<file path="src/sv/skvt_pkg.sv">
// Shared constants, types and codes of the sorted key/value table.
package skvt_pkg;

  localparam int CAPACITY   = 64;
  localparam int IDX_W      = $clog2(CAPACITY);
  localparam int CNT_W      = $clog2(CAPACITY + 1);
  localparam int KEY_W      = 32;
  localparam int VAL_W      = 32;
  localparam int MODE_W     = 2;
  localparam int OUT_CNT_W  = 7;

  localparam logic [MODE_W-1:0] MODE_INSERT = 2'd0;
  localparam logic [MODE_W-1:0] MODE_LOOKUP = 2'd1;
  localparam logic [MODE_W-1:0] MODE_DELETE = 2'd2;
  localparam logic [MODE_W-1:0] MODE_NOP    = 2'd3;

  typedef enum logic [1:0] {
    OP_NONE,
    OP_REPLACE,
    OP_INSERT,
    OP_DELETE
  } skvt_op_t;

  typedef enum logic [1:0] {
    ST_IDLE,
    ST_SCAN,
    ST_COMMIT
  } skvt_state_t;

  // Broadcast from the controller to every cell.
  typedef struct packed {
    logic              write;
    skvt_op_t          op;
    logic              desc;
    logic [KEY_W-1:0]  key;
    logic [VAL_W-1:0]  value;
  } skvt_cmd_t;

  // Handed from each cell to its right neighbor; the last cell's goes to the controller.
  typedef struct packed {
    logic              before_seen;
    logic              match_seen;
    logic [VAL_W-1:0]  found;
  } skvt_carry_t;

endpackage

</file>
<file path="src/sv/skvt_cell.sv">
// One table slot: holds a key/value pair, compares it and shifts with its neighbors.
module skvt_cell import skvt_pkg::*; (
  input  logic              clk,
  input  logic              rst_n,
  input  skvt_cmd_t         cmd,
  input  logic              valid,
  input  skvt_carry_t       carry_in,
  input  logic [KEY_W-1:0]  left_key,
  input  logic [VAL_W-1:0]  left_value,
  input  logic [KEY_W-1:0]  right_key,
  input  logic [VAL_W-1:0]  right_value,
  output logic [KEY_W-1:0]  key_q,
  output logic [VAL_W-1:0]  value_q,
  output skvt_carry_t       carry_out
);

  logic [KEY_W-1:0] key_r, key_nxt;
  logic [VAL_W-1:0] value_r, value_nxt;
  skvt_carry_t      carry_r, carry_nxt;
  logic             match;
  logic             slot_here;

  // An empty slot counts as "new key goes here", so the first empty slot
  // is the append position.
  assign match     = valid && (key_r == cmd.key);
  assign slot_here = !valid ||
                     (cmd.desc ? ($signed(cmd.key) > $signed(key_r))
                               : ($signed(cmd.key) < $signed(key_r)));

  always_comb begin
    carry_nxt.before_seen = carry_in.before_seen | slot_here;
    carry_nxt.match_seen  = carry_in.match_seen | match;
    carry_nxt.found       = (match && !carry_in.match_seen) ? value_r : carry_in.found;
  end

  always_comb begin
    key_nxt   = key_r;
    value_nxt = value_r;
    if (cmd.write) begin
      case (cmd.op)
        OP_REPLACE: begin
          if (match) value_nxt = cmd.value;
        end
        OP_INSERT: begin
          // shift up behind the slot, drop the new pair into the slot
          if (carry_in.before_seen) begin
            key_nxt   = left_key;
            value_nxt = left_value;
          end else if (slot_here) begin
            key_nxt   = cmd.key;
            value_nxt = cmd.value;
          end
        end
        OP_DELETE: begin
          // close the gap from the right
          if (carry_in.match_seen || match) begin
            key_nxt   = right_key;
            value_nxt = right_value;
          end
        end
        default: begin
          key_nxt   = key_r;
          value_nxt = value_r;
        end
      endcase
    end
  end

  always_ff @(posedge clk) begin
    key_r   <= key_nxt;
    value_r <= value_nxt;
    if (!rst_n) begin
      carry_r <= '0;
    end else begin
      carry_r <= carry_nxt;
    end
  end

  assign key_q     = key_r;
  assign value_q   = value_r;
  assign carry_out = carry_r;

endmodule

</file>
<file path="config.mk">
export PLATFORM = sky130hd
export DESIGN_NAME = skvt_cell
export DESIGN_NICKNAME = d
export VERILOG_FILES = /design/src/sv/skvt_pkg.sv /design/src/sv/skvt_cell.sv
export SDC_FILE = /design/constraint.sdc
export NUM_CORES = 1
export LEC_CHECK = 0
export BUFFER_PORTS_ARGS = -buffer_cell sky130_fd_sc_hd__buf_2
export CORE_AREA = 2 2 128 130
export DETAILED_ROUTE_END_ITERATION = 16
export DIE_AREA = 0 0 130 132
export MAX_ROUTING_LAYER = met4
export PLACE_DENSITY = 0.67
export SETUP_SLACK_MARGIN = 0.2
export SYNTH_ARGS = -nofsm -noshare
export SYNTH_HDL_FRONTEND = slang
export SYNTH_SLANG_ARGS = --single-unit
</file>
<file path="constraint.sdc">
create_clock -name clk -period 9.4 [get_ports clk]
set_input_delay 1.41 -clock clk [delete_from_list [all_inputs] [get_ports clk]]
set_output_delay 1.41 -clock clk [all_outputs]
set_load 0.05 [all_outputs]
</file>
==> flow_summary.toml <==
[run_status]
status = "finished, final reports clean"

[final_layout]
fillers = 1508
drive_above_1_share_pct = 43.6
area_growth_pct = 38.9
final_nets = 1109
post-route-util_pct = 48.3

[place]
dpl.hpwl_um = 13600
pre_cts_ws_ps = 5010
io_buffers = 330
place_congestion = 0.852

[sta]
skew_ps = 8.72
final.period_utilization_pct = 42.5
finalSetupTns_ps = 0
relSlewSlack_pct = 27.1
fin_ws_ps = 5410
drv_slew = 0
worst_pin_slew_ps = 1090
grt_setup_unrepaired = "no"
setup_viol = 0
hold_viol_final = 0
max_freq_mhz = 250
layout_min_cycle_time_ps = 3990

[route]
drt_iter0_markers = 184
drc_errors = 0
finalWirelength_um = 17500
first_pass_iters = 4
final_antenna_net_count = 0
wl_per_cell_um = 16.3
vias = 5185
routed_via_density = 4.85

[hold_path]
hold_depth = 2
hp-start = "value_q[5]"
hp-class = "reg2reg"
holdPathEnd = "carry_out[5]"

[clock_tree]
post_cts_resized = 0
cts.sinks = 98
cts_inserted_buffers = 9
hold_buffers = 0
post-cts-setup-buffers = 0
cts_buffer_depth = 2
clk_latency_ps = 350
cts_max_level = 3
clk_pin_slew_worst_paths_ps = 80
cts_tree = "done"
cts-root-buf = "clkbuf_16"

[yosys]
synthSimpleGateAreaFrac_pct = 11.6
avgSynthCellArea_um2 = 10.3
synth_cell_types = 41
syn_area_mm2 = 0.00546
synth_edf_count = 64
synth_fa_ha_area_share_pct = 7.33
syn_inst = 532
synth_top_area_share_pct = 35.2
syn_nets = 797
synthTopCellsByCount = "nand2_1, a22o_1, edfxtp_1, o21ai_0, inv_1"
ys_ff_latch = 98
synth_xor_xnor_area_share_pct = 0
yosysWarnings = 0
synth_area_leaders = "edfxtp_1, dfxtp_1, a22o_1"
synth_most_common_cell = "nand2_1"
yosysSeqAreaShare_pct = 47.6
async_flop_share_pct = 0
ys.flop_type = "edfxtp_1"
synth_area_leader_cell = "edfxtp_1"
synth_compound_area_share_pct = 22.0
synth_top_family_by_area = "compound AO/OA/AOI/OAI gates"
synthMuxAreaShare_pct = 6.05

[floorplan]
rows = 46
die-area_mm2 = 0.0172
dieHeight_um = 132
ios = 331
core_area_mm2 = 0.0157
die_w_um = 130
initial_core_util_pct = 34.8

[critical_path]
path_class = "in2reg"
r2r-end = "value_q[12]"
critPathMaxFanout = 32
r2r_setup_slack_ps = 6210
cp.required_ps = 9360
arrival_ps = 3950
crit_path_end_kind = "flop"
cp-start-kind = "primary input"
r2r_cells = 9
r2r_start = "key_q[23]"

[power_and_ir_drop]
switching_power_mw = 0.352
vdd_drop_max_v = 0.0000816
p_int_mw = 0.778
sw_frac_of_total_pct = 31.2
power_density_mw_per_mm2 = 149
p_comb_share_pct = 23.7
total_power_mw = 1.13
seqPwrFrac_pct = 43.9
clockPowerShare_pct = 32.4
p_leak_nw = 3.73

[global_routing]
busiest_layer = "met2"
grtUsageMet3_pct = 4.50
grt_max_degree = 65
grtUsageMet2_pct = 34.8
grt_pass1_vias = 5023
track_usage_pct = 20.2
antenna_found_initial = 2
grt_use_met1_pct = 22.4
grt_pass1_wl_um = 25800
grt_overflow_total = 0

[job]
cap_violations = 0
## layer usage
layer / vias up / part of all wire, %
met3: 22 / 8.0
met2: 231 / 50
met5: - / 0
met4: 0 / 2.3
met1: 2352 / 39
li1: 2580 / -
## power groups by stage
stage	Clock (mW)	Combinational, mW	Sequential, mW
after floorplan	0	0.0948	0.582
after global placement	0	0.268	0.506
after detailed placement	0	0.269	0.507
after CTS	0.378	0.270	0.497
after global routing	0.396	0.291	0.499
final	0.366	0.267	0.497
## worst max path at each step
stage	start	to	slack [ps]	cells after the start
after floorplan	cmd[39]	key_q[0]	4560	8
after global placement	cmd[39]	value_q[9]	5020	9
after detailed placement	cmd[63]	value_q[13]	5010	9
after CTS	cmd[63]	value_q[3]	5380	9
after global routing	cmd[53]	value_q[3]	5190	9
final	cmd[62]	value_q[12]	5410	9
## final cells by class
type	count	area (µm²)	share of cell area, %
diodes	3	7.51	0.0989
clock buffers	10	239	3.15
clock inverters	6	55.1	0.725
inverters	35	131	1.73
multi-input cells	365	2590	34.2
flip-flops and latches	98	2600	34.3
well taps	216	270	3.56
repair buffers	335	1690	22.3
## state kept, by name, summed over array words and instances (netlist names)
signal	count
value_q	32
key_q	32
carry_out	34
## cells in the final DEF, fill, tap and decap left out, types with 2 or more instances in the layout
cell	instances
a21boi_0	17
a21boi_1	17
a21oi_1	11
a21oi_2	3
a221o_1	2
a22o_1	64
buf_2	330
buf_4	5
clkbuf_16	9
clkinv_4	3
dfxtp_1	34
diode_2	3
edfxtp_1	64
ha_1	32
inv_1	35
inv_6	2
mux2i_1	33
nand2_1	105
nand2b_1	2
nand3_1	4
nand4_1	5
nand4_2	5
nor2_1	4
nor2_2	2
nor2b_1	2
nor3_2	2
nor4_1	2
o21ai_0	37
## logic make-up after synthesis
group,count (synthesis)
AO/OA/AOI/OAI,163
AND/OR/NAND/NOR,137
flip-flops,98
buffers and inverters,69
multiplexers,33
adder cells (fa/ha/maj),32
## critical path, stage by stage
cell and delay [ps]:
buf_2 120, ha_1 350, a21oi_1 170, nand2_1 80, a221o_2 430, or2b_1 230
o22ai_1 150, a21oi_2 140, o221ai_4 870
## per-stage QoR
| stage | cells | hold slack (ps) | area (µm²) |
|---|---|---|---|
| after CTS | 1065 | 548 | 7580 |
| after global placement | 1049 | 524 | 7290 |
| final | 1068 | 543 | 7590 |
| after detailed placement | 1049 | 539 | 7290 |
| after floorplan | 532 | 813 | 5460 |
| after global routing | 1067 | 573 | 7590 |
Note: power is estimated with default switching activity, not from simulation.
