<file path="src/sv/skvt_pkg.sv">
// Shared constants, types and codes of the sorted key/value table.
package skvt_pkg;

  localparam int CAPACITY   = 64;
  localparam int IDX_W      = $clog2(CAPACITY);
  localparam int CNT_W      = $clog2(CAPACITY + 1);
  localparam int KEY_W      = 32;
  localparam int VAL_W      = 32;
  localparam int MODE_W     = 2;
  localparam int OUT_CNT_W  = 7;

  localparam logic [MODE_W-1:0] MODE_INSERT = 2'd0;
  localparam logic [MODE_W-1:0] MODE_LOOKUP = 2'd1;
  localparam logic [MODE_W-1:0] MODE_DELETE = 2'd2;
  localparam logic [MODE_W-1:0] MODE_NOP    = 2'd3;

  typedef enum logic [1:0] {
    OP_NONE,
    OP_REPLACE,
    OP_INSERT,
    OP_DELETE
  } skvt_op_t;

  typedef enum logic [1:0] {
    ST_IDLE,
    ST_SCAN,
    ST_COMMIT
  } skvt_state_t;

  // Broadcast from the controller to every cell.
  typedef struct packed {
    logic              write;
    skvt_op_t          op;
    logic              desc;
    logic [KEY_W-1:0]  key;
    logic [VAL_W-1:0]  value;
  } skvt_cmd_t;

  // Handed from each cell to its right neighbor; the last cell's goes to the controller.
  typedef struct packed {
    logic              before_seen;
    logic              match_seen;
    logic [VAL_W-1:0]  found;
  } skvt_carry_t;

endpackage

</file>
<file path="src/sv/skvt_ctrl.sv">
// Request sequencer: holds the request, times the scan, commits and builds the result.
module skvt_ctrl import skvt_pkg::*; (
  input  logic                  clk,
  input  logic                  rst_n,
  input  logic                  sort_order,
  input  logic                  in_valid,
  input  logic [MODE_W-1:0]     in_mode,
  input  logic [KEY_W-1:0]      in_key,
  input  logic [VAL_W-1:0]      in_value,
  output logic                  in_ready,
  input  logic                  out_ready,
  output logic                  out_valid,
  output logic                  out_hit,
  output logic [VAL_W-1:0]      out_found_value,
  output logic                  out_full_reject,
  output logic [OUT_CNT_W-1:0]  out_entry_count,
  output logic                  out_is_empty,
  input  skvt_carry_t           tail_carry,
  output skvt_cmd_t             cmd,
  output logic [CNT_W-1:0]      count
);

  skvt_state_t          state_r, state_nxt;
  logic [IDX_W-1:0]     step_r, step_nxt;
  logic [MODE_W-1:0]    mode_r, mode_nxt;
  logic [KEY_W-1:0]     key_r, key_nxt;
  logic [VAL_W-1:0]     value_r, value_nxt;
  logic [CNT_W-1:0]     count_r, count_nxt;
  logic                 out_valid_r, out_valid_nxt;
  logic                 hit_r, hit_nxt;
  logic [VAL_W-1:0]     found_r, found_nxt;
  logic                 reject_r, reject_nxt;
  logic [OUT_CNT_W-1:0] ecount_r, ecount_nxt;
  logic                 empty_r, empty_nxt;
  logic                 hit;
  logic                 full;
  logic                 commit;
  skvt_op_t             op;

  assign hit  = (mode_r != MODE_NOP) && tail_carry.match_seen;
  assign full = (count_r == CNT_W'(CAPACITY));

  always_comb begin
    case (mode_r)
      MODE_INSERT: op = hit ? OP_REPLACE : (full ? OP_NONE : OP_INSERT);
      MODE_DELETE: op = hit ? OP_DELETE : OP_NONE;
      default:     op = OP_NONE;
    endcase
  end

  always_comb begin
    state_nxt     = state_r;
    step_nxt      = step_r;
    mode_nxt      = mode_r;
    key_nxt       = key_r;
    value_nxt     = value_r;
    count_nxt     = count_r;
    out_valid_nxt = out_valid_r && !out_ready;
    hit_nxt       = hit_r;
    found_nxt     = found_r;
    reject_nxt    = reject_r;
    ecount_nxt    = ecount_r;
    empty_nxt     = empty_r;
    commit        = 1'b0;
    in_ready      = 1'b0;
    case (state_r)
      ST_IDLE: begin
        in_ready = 1'b1;
        if (in_valid) begin
          mode_nxt  = in_mode;
          key_nxt   = in_key;
          value_nxt = in_value;
          step_nxt  = '0;
          state_nxt = ST_SCAN;
        end
      end
      ST_SCAN: begin
        // let the carry ripple through every cell
        step_nxt = step_r + 1'b1;
        if (step_r == IDX_W'(CAPACITY - 1)) state_nxt = ST_COMMIT;
      end
      ST_COMMIT: begin
        if (!out_valid_r || out_ready) begin
          commit = 1'b1;
          case (op)
            OP_INSERT: count_nxt = count_r + 1'b1;
            OP_DELETE: count_nxt = count_r - 1'b1;
            default:   count_nxt = count_r;
          endcase
          out_valid_nxt = 1'b1;
          hit_nxt       = hit;
          found_nxt     = hit ? tail_carry.found : '0;
          reject_nxt    = (mode_r == MODE_INSERT) && !hit && full;
          ecount_nxt    = OUT_CNT_W'(count_nxt);
          empty_nxt     = (count_nxt == '0);
          state_nxt     = ST_IDLE;
        end
      end
      default: state_nxt = ST_IDLE;
    endcase
  end

  always_ff @(posedge clk) begin
    mode_r   <= mode_nxt;
    key_r    <= key_nxt;
    value_r  <= value_nxt;
    step_r   <= step_nxt;
    hit_r    <= hit_nxt;
    found_r  <= found_nxt;
    reject_r <= reject_nxt;
    ecount_r <= ecount_nxt;
    empty_r  <= empty_nxt;
    if (!rst_n) begin
      state_r     <= ST_IDLE;
      count_r     <= '0;
      out_valid_r <= 1'b0;
    end else begin
      state_r     <= state_nxt;
      count_r     <= count_nxt;
      out_valid_r <= out_valid_nxt;
    end
  end

  assign cmd.write = commit;
  assign cmd.op    = op;
  assign cmd.desc  = sort_order;
  assign cmd.key   = key_r;
  assign cmd.value = value_r;
  assign count     = count_r;

  assign out_valid       = out_valid_r;
  assign out_hit         = hit_r;
  assign out_found_value = found_r;
  assign out_full_reject = reject_r;
  assign out_entry_count = ecount_r;
  assign out_is_empty    = empty_r;

endmodule

</file>
<file path="config.mk">
export PLATFORM = sky130hd
export DESIGN_NAME = skvt_ctrl
export DESIGN_NICKNAME = d
export VERILOG_FILES = /design/src/sv/skvt_pkg.sv /design/src/sv/skvt_ctrl.sv
export SDC_FILE = /design/constraint.sdc
export NUM_CORES = 1
export LEC_CHECK = 0
export BUFFER_PORTS_ARGS = -buffer_cell sky130_fd_sc_hd__buf_2
export CORE_ASPECT_RATIO = 1.25
export CORE_MARGIN = 5
export CORE_UTILIZATION = 46
export CTS_CLUSTER_DIAMETER = 120
export DETAILED_ROUTE_END_ITERATION = 10
export PLACE_DENSITY = 0.8
export SYNTH_ARGS = -nofsm -noshare
export SYNTH_HDL_FRONTEND = slang
export SYNTH_SLANG_ARGS = --single-unit
export TNS_END_PERCENT = 50
</file>
<file path="constraint.sdc">
create_clock -name clk -period 3.06 [get_ports clk]
set_input_delay 0.153 -clock clk [delete_from_list [all_inputs] [get_ports clk]]
set_output_delay 0.153 -clock clk [all_outputs]
set_load 0.02 [all_outputs]
</file>
==> summary.txt, run 1 <==
Routing
  • Total Routed Length: around 13 mm
  • TritonRoute pass-1 iters: 4
  • Antenna viol nets, final: 0
  • Routed via count: roughly 3500
  • Vias per cell: 4.80
  • Number of remaining DRC errors: 0
  • Avg WL per Cell: between 15 and 20 um
  • DRT iter0 DRCs: ~170

Timing
  • RSZ-0062 raised after global routing: no
  • Hold slack: 30.9 ps
  • Post-route setup TNS: 0 ps
  • Maximum clock frequency: ~350 MHz
  • Tmin final: 2840 ps
  • Period utilization: 93.0%
  • Final Max Tran Viols: 0
  • Slew HR: about 23%
  • Hold Vio Cnt, Final: 0
  • Worst-Margin Slew: 1150 ps
  • Post-Route Skew: 6.92 ps
  • Final setup violation count: 0

Placement
  • Placed insts: between 600 and 700
  • Hpwl dp: about 8.6 mm
  • PortBufs: 220
  • Final GP Congestion: about 0.9

Finish
  • Fin util: 72.0%
  • Fin nets: approximately 690
  • Diodes inserted: 0
  • Fraction of layout cells with a size suffix above 1: between 40 and 50%
  • Final non-filler cell total: slightly above 700
  • Layout fillers: between 600 and 700
  • P&R area growth vs syn: 55.1%
  • Commonest cells after routing, fill and taps aside: 220 x buf_2, 114 x edfxtp_1, 66 x dlygate4sd3_1
  • Most common cell after layout, fill and taps aside: buf_2

Clock network
  • CTS tree: built
  • Worst skew pair latency: around 400 ps
  • Clock-pin slew on the worst setup and hold paths: about 60 ps
  • CTS max path bufs: 2
  • Num CTS Buffers: 17
  • Setup repair bufs after CTS: 0
  • Clock sinks: ~120
  • H-tree depth: 4
  • Clock root cell: clkbuf_16

Pwr
  • Cell Pwr Density: slightly above 600 nW/um^2
  • Leakage Power: between 3 and 4 nW
  • Combinational fraction of design power: 8.0%
  • Max IR drop VDD: roughly 0.00038 V
  • PnR Total Power: 4.34 mW
  • Int Power: approximately 3.4 mW
  • Switching Fraction: between 20% and 30%
  • Switching power: around 0.9 mW
  • Clock power share: between 40% and 50%
  • Register share of total power: 44.8%

Worst setup path
  • Arrival time at the worst endpoint: approximately 3000 ps
  • Crit-path max FO: 11
  • Crit path kind: reg -> reg
  • Max incr delay on CP: about 600 ps
  • Crit. End Element: register
  • R2r startpoint: mode_r[0]
  • Critical path, cell by cell: nor2b_1 -> nand2_1 -> clkinvlp_4 -> ha_1 -> o21ai_0 -> or4b_2 -> o2111ai_1 -> mux2i_1 -> and4b_1
  • CP max stage cell: or4b_2
  • Startpoint Class: register
  • WP buf/inv: 1
  • Worst reg-to-reg path cell count: 9
  • R2R Setup Slk: roughly 220 ps
  • Reg2reg end: out_is_empty
  • CP required: roughly 3200 ps
  • CP delay by family, top: simple AND/OR/NAND/NOR gates

Global route
  • GR Util All Layers: about 22%
  • Largest net degree at the start of global routing: 67
  • GRT overflow: 0
  • First-pass GRT wire length: roughly 20 mm
  • Initial antenna violation count: 0
  • Vias in the first global route: between 3000 and 4000

Synthesis
  • Ys Warns: 0
  • Post-synthesis sequential area ratio: ~78%
  • Mean Syn Cell Area: approximately 17 um^2
  • Syn Nets: approximately 390
  • Synthesized area: 4620 um^2
  • Number of library cell types mapped by synthesis: between 40 and 50
  • #FFs+latches synth: 124
  • Synth Instances: around 280

Die
  • Total core area: approximately 10000 um^2
  • Starting Density: between 40% and 50%
  • # IOs: approximately 220
  • DIE WIDTH: about 100 um
  • Die area: approximately 12000 um^2
  • Die H: between 100 and 150 um
  • # rows: 41

Worst hold path
  • Hold WC Path Type: in -> reg
  • Hold Path Origin: tail_carry[3]
  • Hold endpoint: out_found_value[3]
  • Hold path cells: 2

Run
  • Max-cap violations: 0

Run status
  • Status: finished, final reports clean
final cells by class:
| class | count | area [um^2] | share of cell area (%) |
|---|---|---|---|
| tap | 129 | 161 | 2.25 |
| multi-input combinational | 140 | 943 | 13.2 |
| clock buffer | 19 | 433 | 6.04 |
| inverter | 7 | 30.0 | 0.419 |
| sequential | 124 | 3620 | 50.6 |
| clock inverter | 13 | 174 | 2.43 |
| timing repair buffer | 289 | 1800 | 25.1 |
metal layers:
metal	vias up	global-route usage, %	part of all wire, %
li1	1642	-	-
met1	1638	24.5	37
met2	168	38.6	53
met3	11	6.70	8.5
met4	0	6.66	0.99
met5	-	0	0
how the worst max path moves through the flow:
stage	from	endpoint	slack (ps)	depth (start not counted)
detailed placement	mode_r[0]	out_is_empty	240	9
CTS	mode_r[0]	out_is_empty	240	9
floorplan	mode_r[0]	out_is_empty	220	9
global route	mode_r[0]	out_is_empty	30	9
finish	mode_r[0]	out_is_empty	220	9
global placement	mode_r[0]	out_is_empty	330	9
cell families after synthesis:
logic type               Yosys count  synth area share [%]
AND/OR/NAND/NOR                   87                  10.8
AO/OA/AOI/OAI                     35                  5.31
flip-flops                       124                  78.5
buffers and inverters             13                  1.22
XOR/XNOR                           8                  1.52
adder cells (fa/ha/maj)            7                  2.06
multiplexers                       3                 0.677
sequential cells by signal, indices dropped and copies added, names as in the netlist:
signal / cells
count: 7
out_hit: 1
state_r: 2
key_r: 32
out_is_empty: 1
step_r: 6
out_full_reject: 1
out_found_value: 32
out_valid: 1
out_entry_count: 7
mode_r: 2
value_r: 32
power groups by stage:
stage	Clock, mW	Combinational (mW)	Sequential, mW
2_1_floorplan	0	0.0803	2.04
3_3_place_gp	0	0.269	1.97
3_5_place_dp	0	0.278	1.98
4_1_cts	2.07	0.348	1.94
5_1_grt	2.16	0.377	1.95
6_report	2.05	0.349	1.94
cell usage after synthesis:
| library cell | count | share of area [%] |
|---|---|---|
| a211oi_1 | 3 | 0.49 |
| a21boi_0 | 1 | 0.16 |
| a21o_1 | 3 | 0.49 |
| a21oi_1 | 9 | 0.98 |
| a221oi_2 | 1 | 0.33 |
| a22oi_1 | 1 | 0.16 |
| and2_1 | 35 | 4.7 |
| and3_1 | 3 | 0.41 |
| and3b_1 | 1 | 0.19 |
| and4b_1 | 1 | 0.22 |
| buf_4 | 2 | 0.33 |
| clkbuf_1 | 4 | 0.33 |
| dfxtp_1 | 10 | 4.3 |
| edfxtp_1 | 114 | 74 |
| fa_1 | 1 | 0.43 |
| ha_1 | 6 | 1.6 |
| inv_1 | 7 | 0.57 |
| mux2_2 | 1 | 0.24 |
| mux2i_1 | 2 | 0.43 |
| nand2_1 | 5 | 0.41 |
| nand2_2 | 1 | 0.14 |
| nand2b_1 | 5 | 0.68 |
| nand3_1 | 3 | 0.33 |
| nand4_1 | 1 | 0.14 |
| nor2_1 | 19 | 1.5 |
| nor2b_1 | 1 | 0.14 |
| nor3_1 | 3 | 0.33 |
| nor3b_1 | 2 | 0.33 |
| o2111ai_1 | 1 | 0.19 |
| o211a_1 | 3 | 0.65 |
| o211ai_1 | 1 | 0.16 |
| o21a_1 | 1 | 0.16 |
| o21ai_0 | 7 | 0.76 |
| o21ai_2 | 1 | 0.19 |
| o221a_2 | 1 | 0.24 |
| o22a_1 | 1 | 0.19 |
| o31ai_1 | 1 | 0.16 |
| or2_2 | 2 | 0.27 |
| or3_1 | 3 | 0.41 |
| or4b_2 | 1 | 0.22 |
| or4b_4 | 1 | 0.30 |
| xnor2_1 | 4 | 0.76 |
| xor2_1 | 4 | 0.76 |
through the flow:
stage	setup WS [ps]	area, um^2
after global routing	30.8	7160
after global placement	325	5890
after CTS	237	7160
final	216	7160
after floorplan	218	4620
after detailed placement	245	5890
what timing repair did:
item,4_1_cts,5_1_grt
endpoints found under the setup margin,0,1
resized for setup,0,1
hold buffers,66,0
endpoints found under the hold margin,66,0
Note: power is estimated with default switching activity, not from simulation.
==> run 2, diff against run 1 <==
--- a/config.mk
+++ b/config.mk
@@ -12,6 +12,7 @@
 export CTS_CLUSTER_DIAMETER = 120
 export DETAILED_ROUTE_END_ITERATION = 10
 export PLACE_DENSITY = 0.8
+export REMOVE_ABC_BUFFERS = 1
 export SYNTH_ARGS = -nofsm -noshare
 export SYNTH_HDL_FRONTEND = slang
 export SYNTH_SLANG_ARGS = --single-unit
==> constraint.sdc (replaced) <==
create_clock -name clk -period 3.06 [get_ports clk]
set_input_delay 0.306 -clock clk [delete_from_list [all_inputs] [get_ports clk]]
set_output_delay 0.306 -clock clk [all_outputs]
set_load 0.02 [all_outputs]
==> summary.txt, run 2 (synthesis gave the netlist of run 1 again) <==
Run status
  • Status: finished, final reports clean

Worst setup path
  • WP buf/inv: 1
  • Crit. End Element: register
  • Critical path, cell by cell: nor2b_1 -> nand2_1 -> inv_1 -> ha_1 -> o21ai_0 -> or4b_2 -> o2111ai_1 -> mux2i_1 -> and4b_1
  • Startpoint Class: register
  • CP max stage cell: or4b_2
  • Max incr delay on CP: 640 ps
  • Crit-path max FO: 11
  • CP required: 3210 ps
  • CP delay by family, top: simple AND/OR/NAND/NOR gates
  • Crit path kind: reg -> reg
  • Arrival time at the worst endpoint: 3060 ps

Routing
  • Met2 Wirelength: roughly 6.5 mm
  • Avg WL per Cell: ~18 um
  • Number of remaining DRC errors: 0
  • Total Routed Length: approximately 12 mm
  • Vias per cell: about 5.0
  • Routed via count: between 3000 and 4000
  • Antenna viol nets, final: 0
  • Highest routed metal layer: met4
  • Metal1 wirelength: ~4 mm
  • WL met3: 1.08 mm
  • DRT iter0 DRCs: between 150 and 200
  • TritonRoute pass-1 iters: 4

Placement
  • Final GP Congestion: roughly 0.87
  • PortBufs: 220
  • Hpwl dp: between 9 and 10 mm
  • Placed insts: about 630
  • Worst slack at placement: ~250 ps
  • Post-DP Area: just under 6000 um^2

Die
  • # rows: between 40 and 50
  • DIE WIDTH: roughly 100 um
  • Die H: ~120 um
  • Starting Density: between 40% and 50%
  • Die area: around 12000 um^2
  • # IOs: approximately 220
  • Total core area: between 9000 and 10000 um^2

Pwr
  • Cell Pwr Density: around 630 nW/um^2
  • Max IR drop VDD: around 0.00046 V
  • Leakage Power: roughly 2.8 nW
  • PnR Total Power: around 4.0 mW

Global route
  • GRT overflow: 0
  • Initial antenna violation count: 0
  • Vias in the first global route: approximately 3300
  • GR Util All Layers: between 15 and 20%
  • Largest net degree at the start of global routing: 31
  • First-pass GRT wire length: roughly 17 mm

Timing
  • Hold slack: ~80 ps
  • Final worst slack: approximately 150 ps
  • Tmin final: 2910 ps
  • Post-route setup TNS: 0 ps
  • Final Max Tran Viols: 0
  • Post-Route Skew: 9.57 ps
  • RSZ-0062 raised after global routing: no
  • Maximum clock frequency: between 300 and 400 MHz
  • Slew HR: a little over half
  • Worst-Margin Slew: ~680 ps
  • Period utilization: 95.0%
  • Hold Vio Cnt, Final: 0
  • Final setup violation count: 0

Run
  • Max-cap violations: 0

Finish
  • Area of the multi-input gates: about 940 um^2
  • Fraction of layout cells with a size suffix above 1: roughly 50%
  • P&R area growth vs syn: 39.2%
  • Post-route cell area: between 6000 and 7000 um^2
  • Final non-filler cell total: 654
  • Seq. cell area: approximately 3600 um^2
  • Diodes inserted: 0
  • Commonest cells after routing, fill and taps aside: 220 x buf_2, 114 x edfxtp_1, 34 x and2_1
  • Fin util: between 60% and 70%
  • Most common cell after layout, fill and taps aside: buf_2
  • Fin nets: between 600 and 700
  • Layout fillers: 754

Worst hold path
  • Hold WC Path Type: in -> reg

Clock network
  • CTS max path bufs: 2
  • Clock root cell: clkbuf_16
  • Hold buffer count at CTS: 0
  • Worst skew pair latency: approximately 400 ps
  • Clock-pin slew on the worst setup and hold paths: 50 ps
  • Clock sinks: approximately 120
  • Num CTS Buffers: 17
  • H-tree depth: 4
  • CTS tree: built
  • Setup repair bufs after CTS: 0
  • Cts repair resizes: 0
run 2: cell count changes in the layout (fill, tap and decap cells not counted), sizes merged:
cell	before	now
buf	223	225
dlygate4sd3	66	0
inv	6	7
bufinv	4	2
clkinv	7	8
clkbuf	19	18
clkinvlp	3	1
run 2: layer usage:
layer	track usage, %	up-vias
li1	-	1511
met1	20.1	1550
met2	35.5	166
met3	7.27	23
met4	7.51	0
met5	0	-
run 2: final timing paths:
path	start	endpoint	slack (ps)	cells past startpoint
worst max register to register	mode_r[0]	out_is_empty	150	9
worst min-delay path	in_value[6]	value_r[6]	80	1
worst max-delay path	mode_r[0]	out_is_empty	150	9
worst min register to register	out_valid	out_valid	550	2
run 2: power by group:
part / switching [mW] / total [mW] / internal, mW
clock: 0.652 / 1.82 / 1.16
combinational: 0.166 / 0.276 / 0.111
sequential: 0.0206 / 1.94 / 1.92
total: 0.838 / 4.04 / 3.20
run 2: cell type report:
class / count / area share (%)
clock buffers: 18 / 6.68
clock inverters: 11 / 1.64
repair buffers: 225 / 17.7
flip-flops and latches: 124 / 56.4
inverters: 7 / 0.409
well taps: 129 / 2.51
multi-input cells: 140 / 14.7
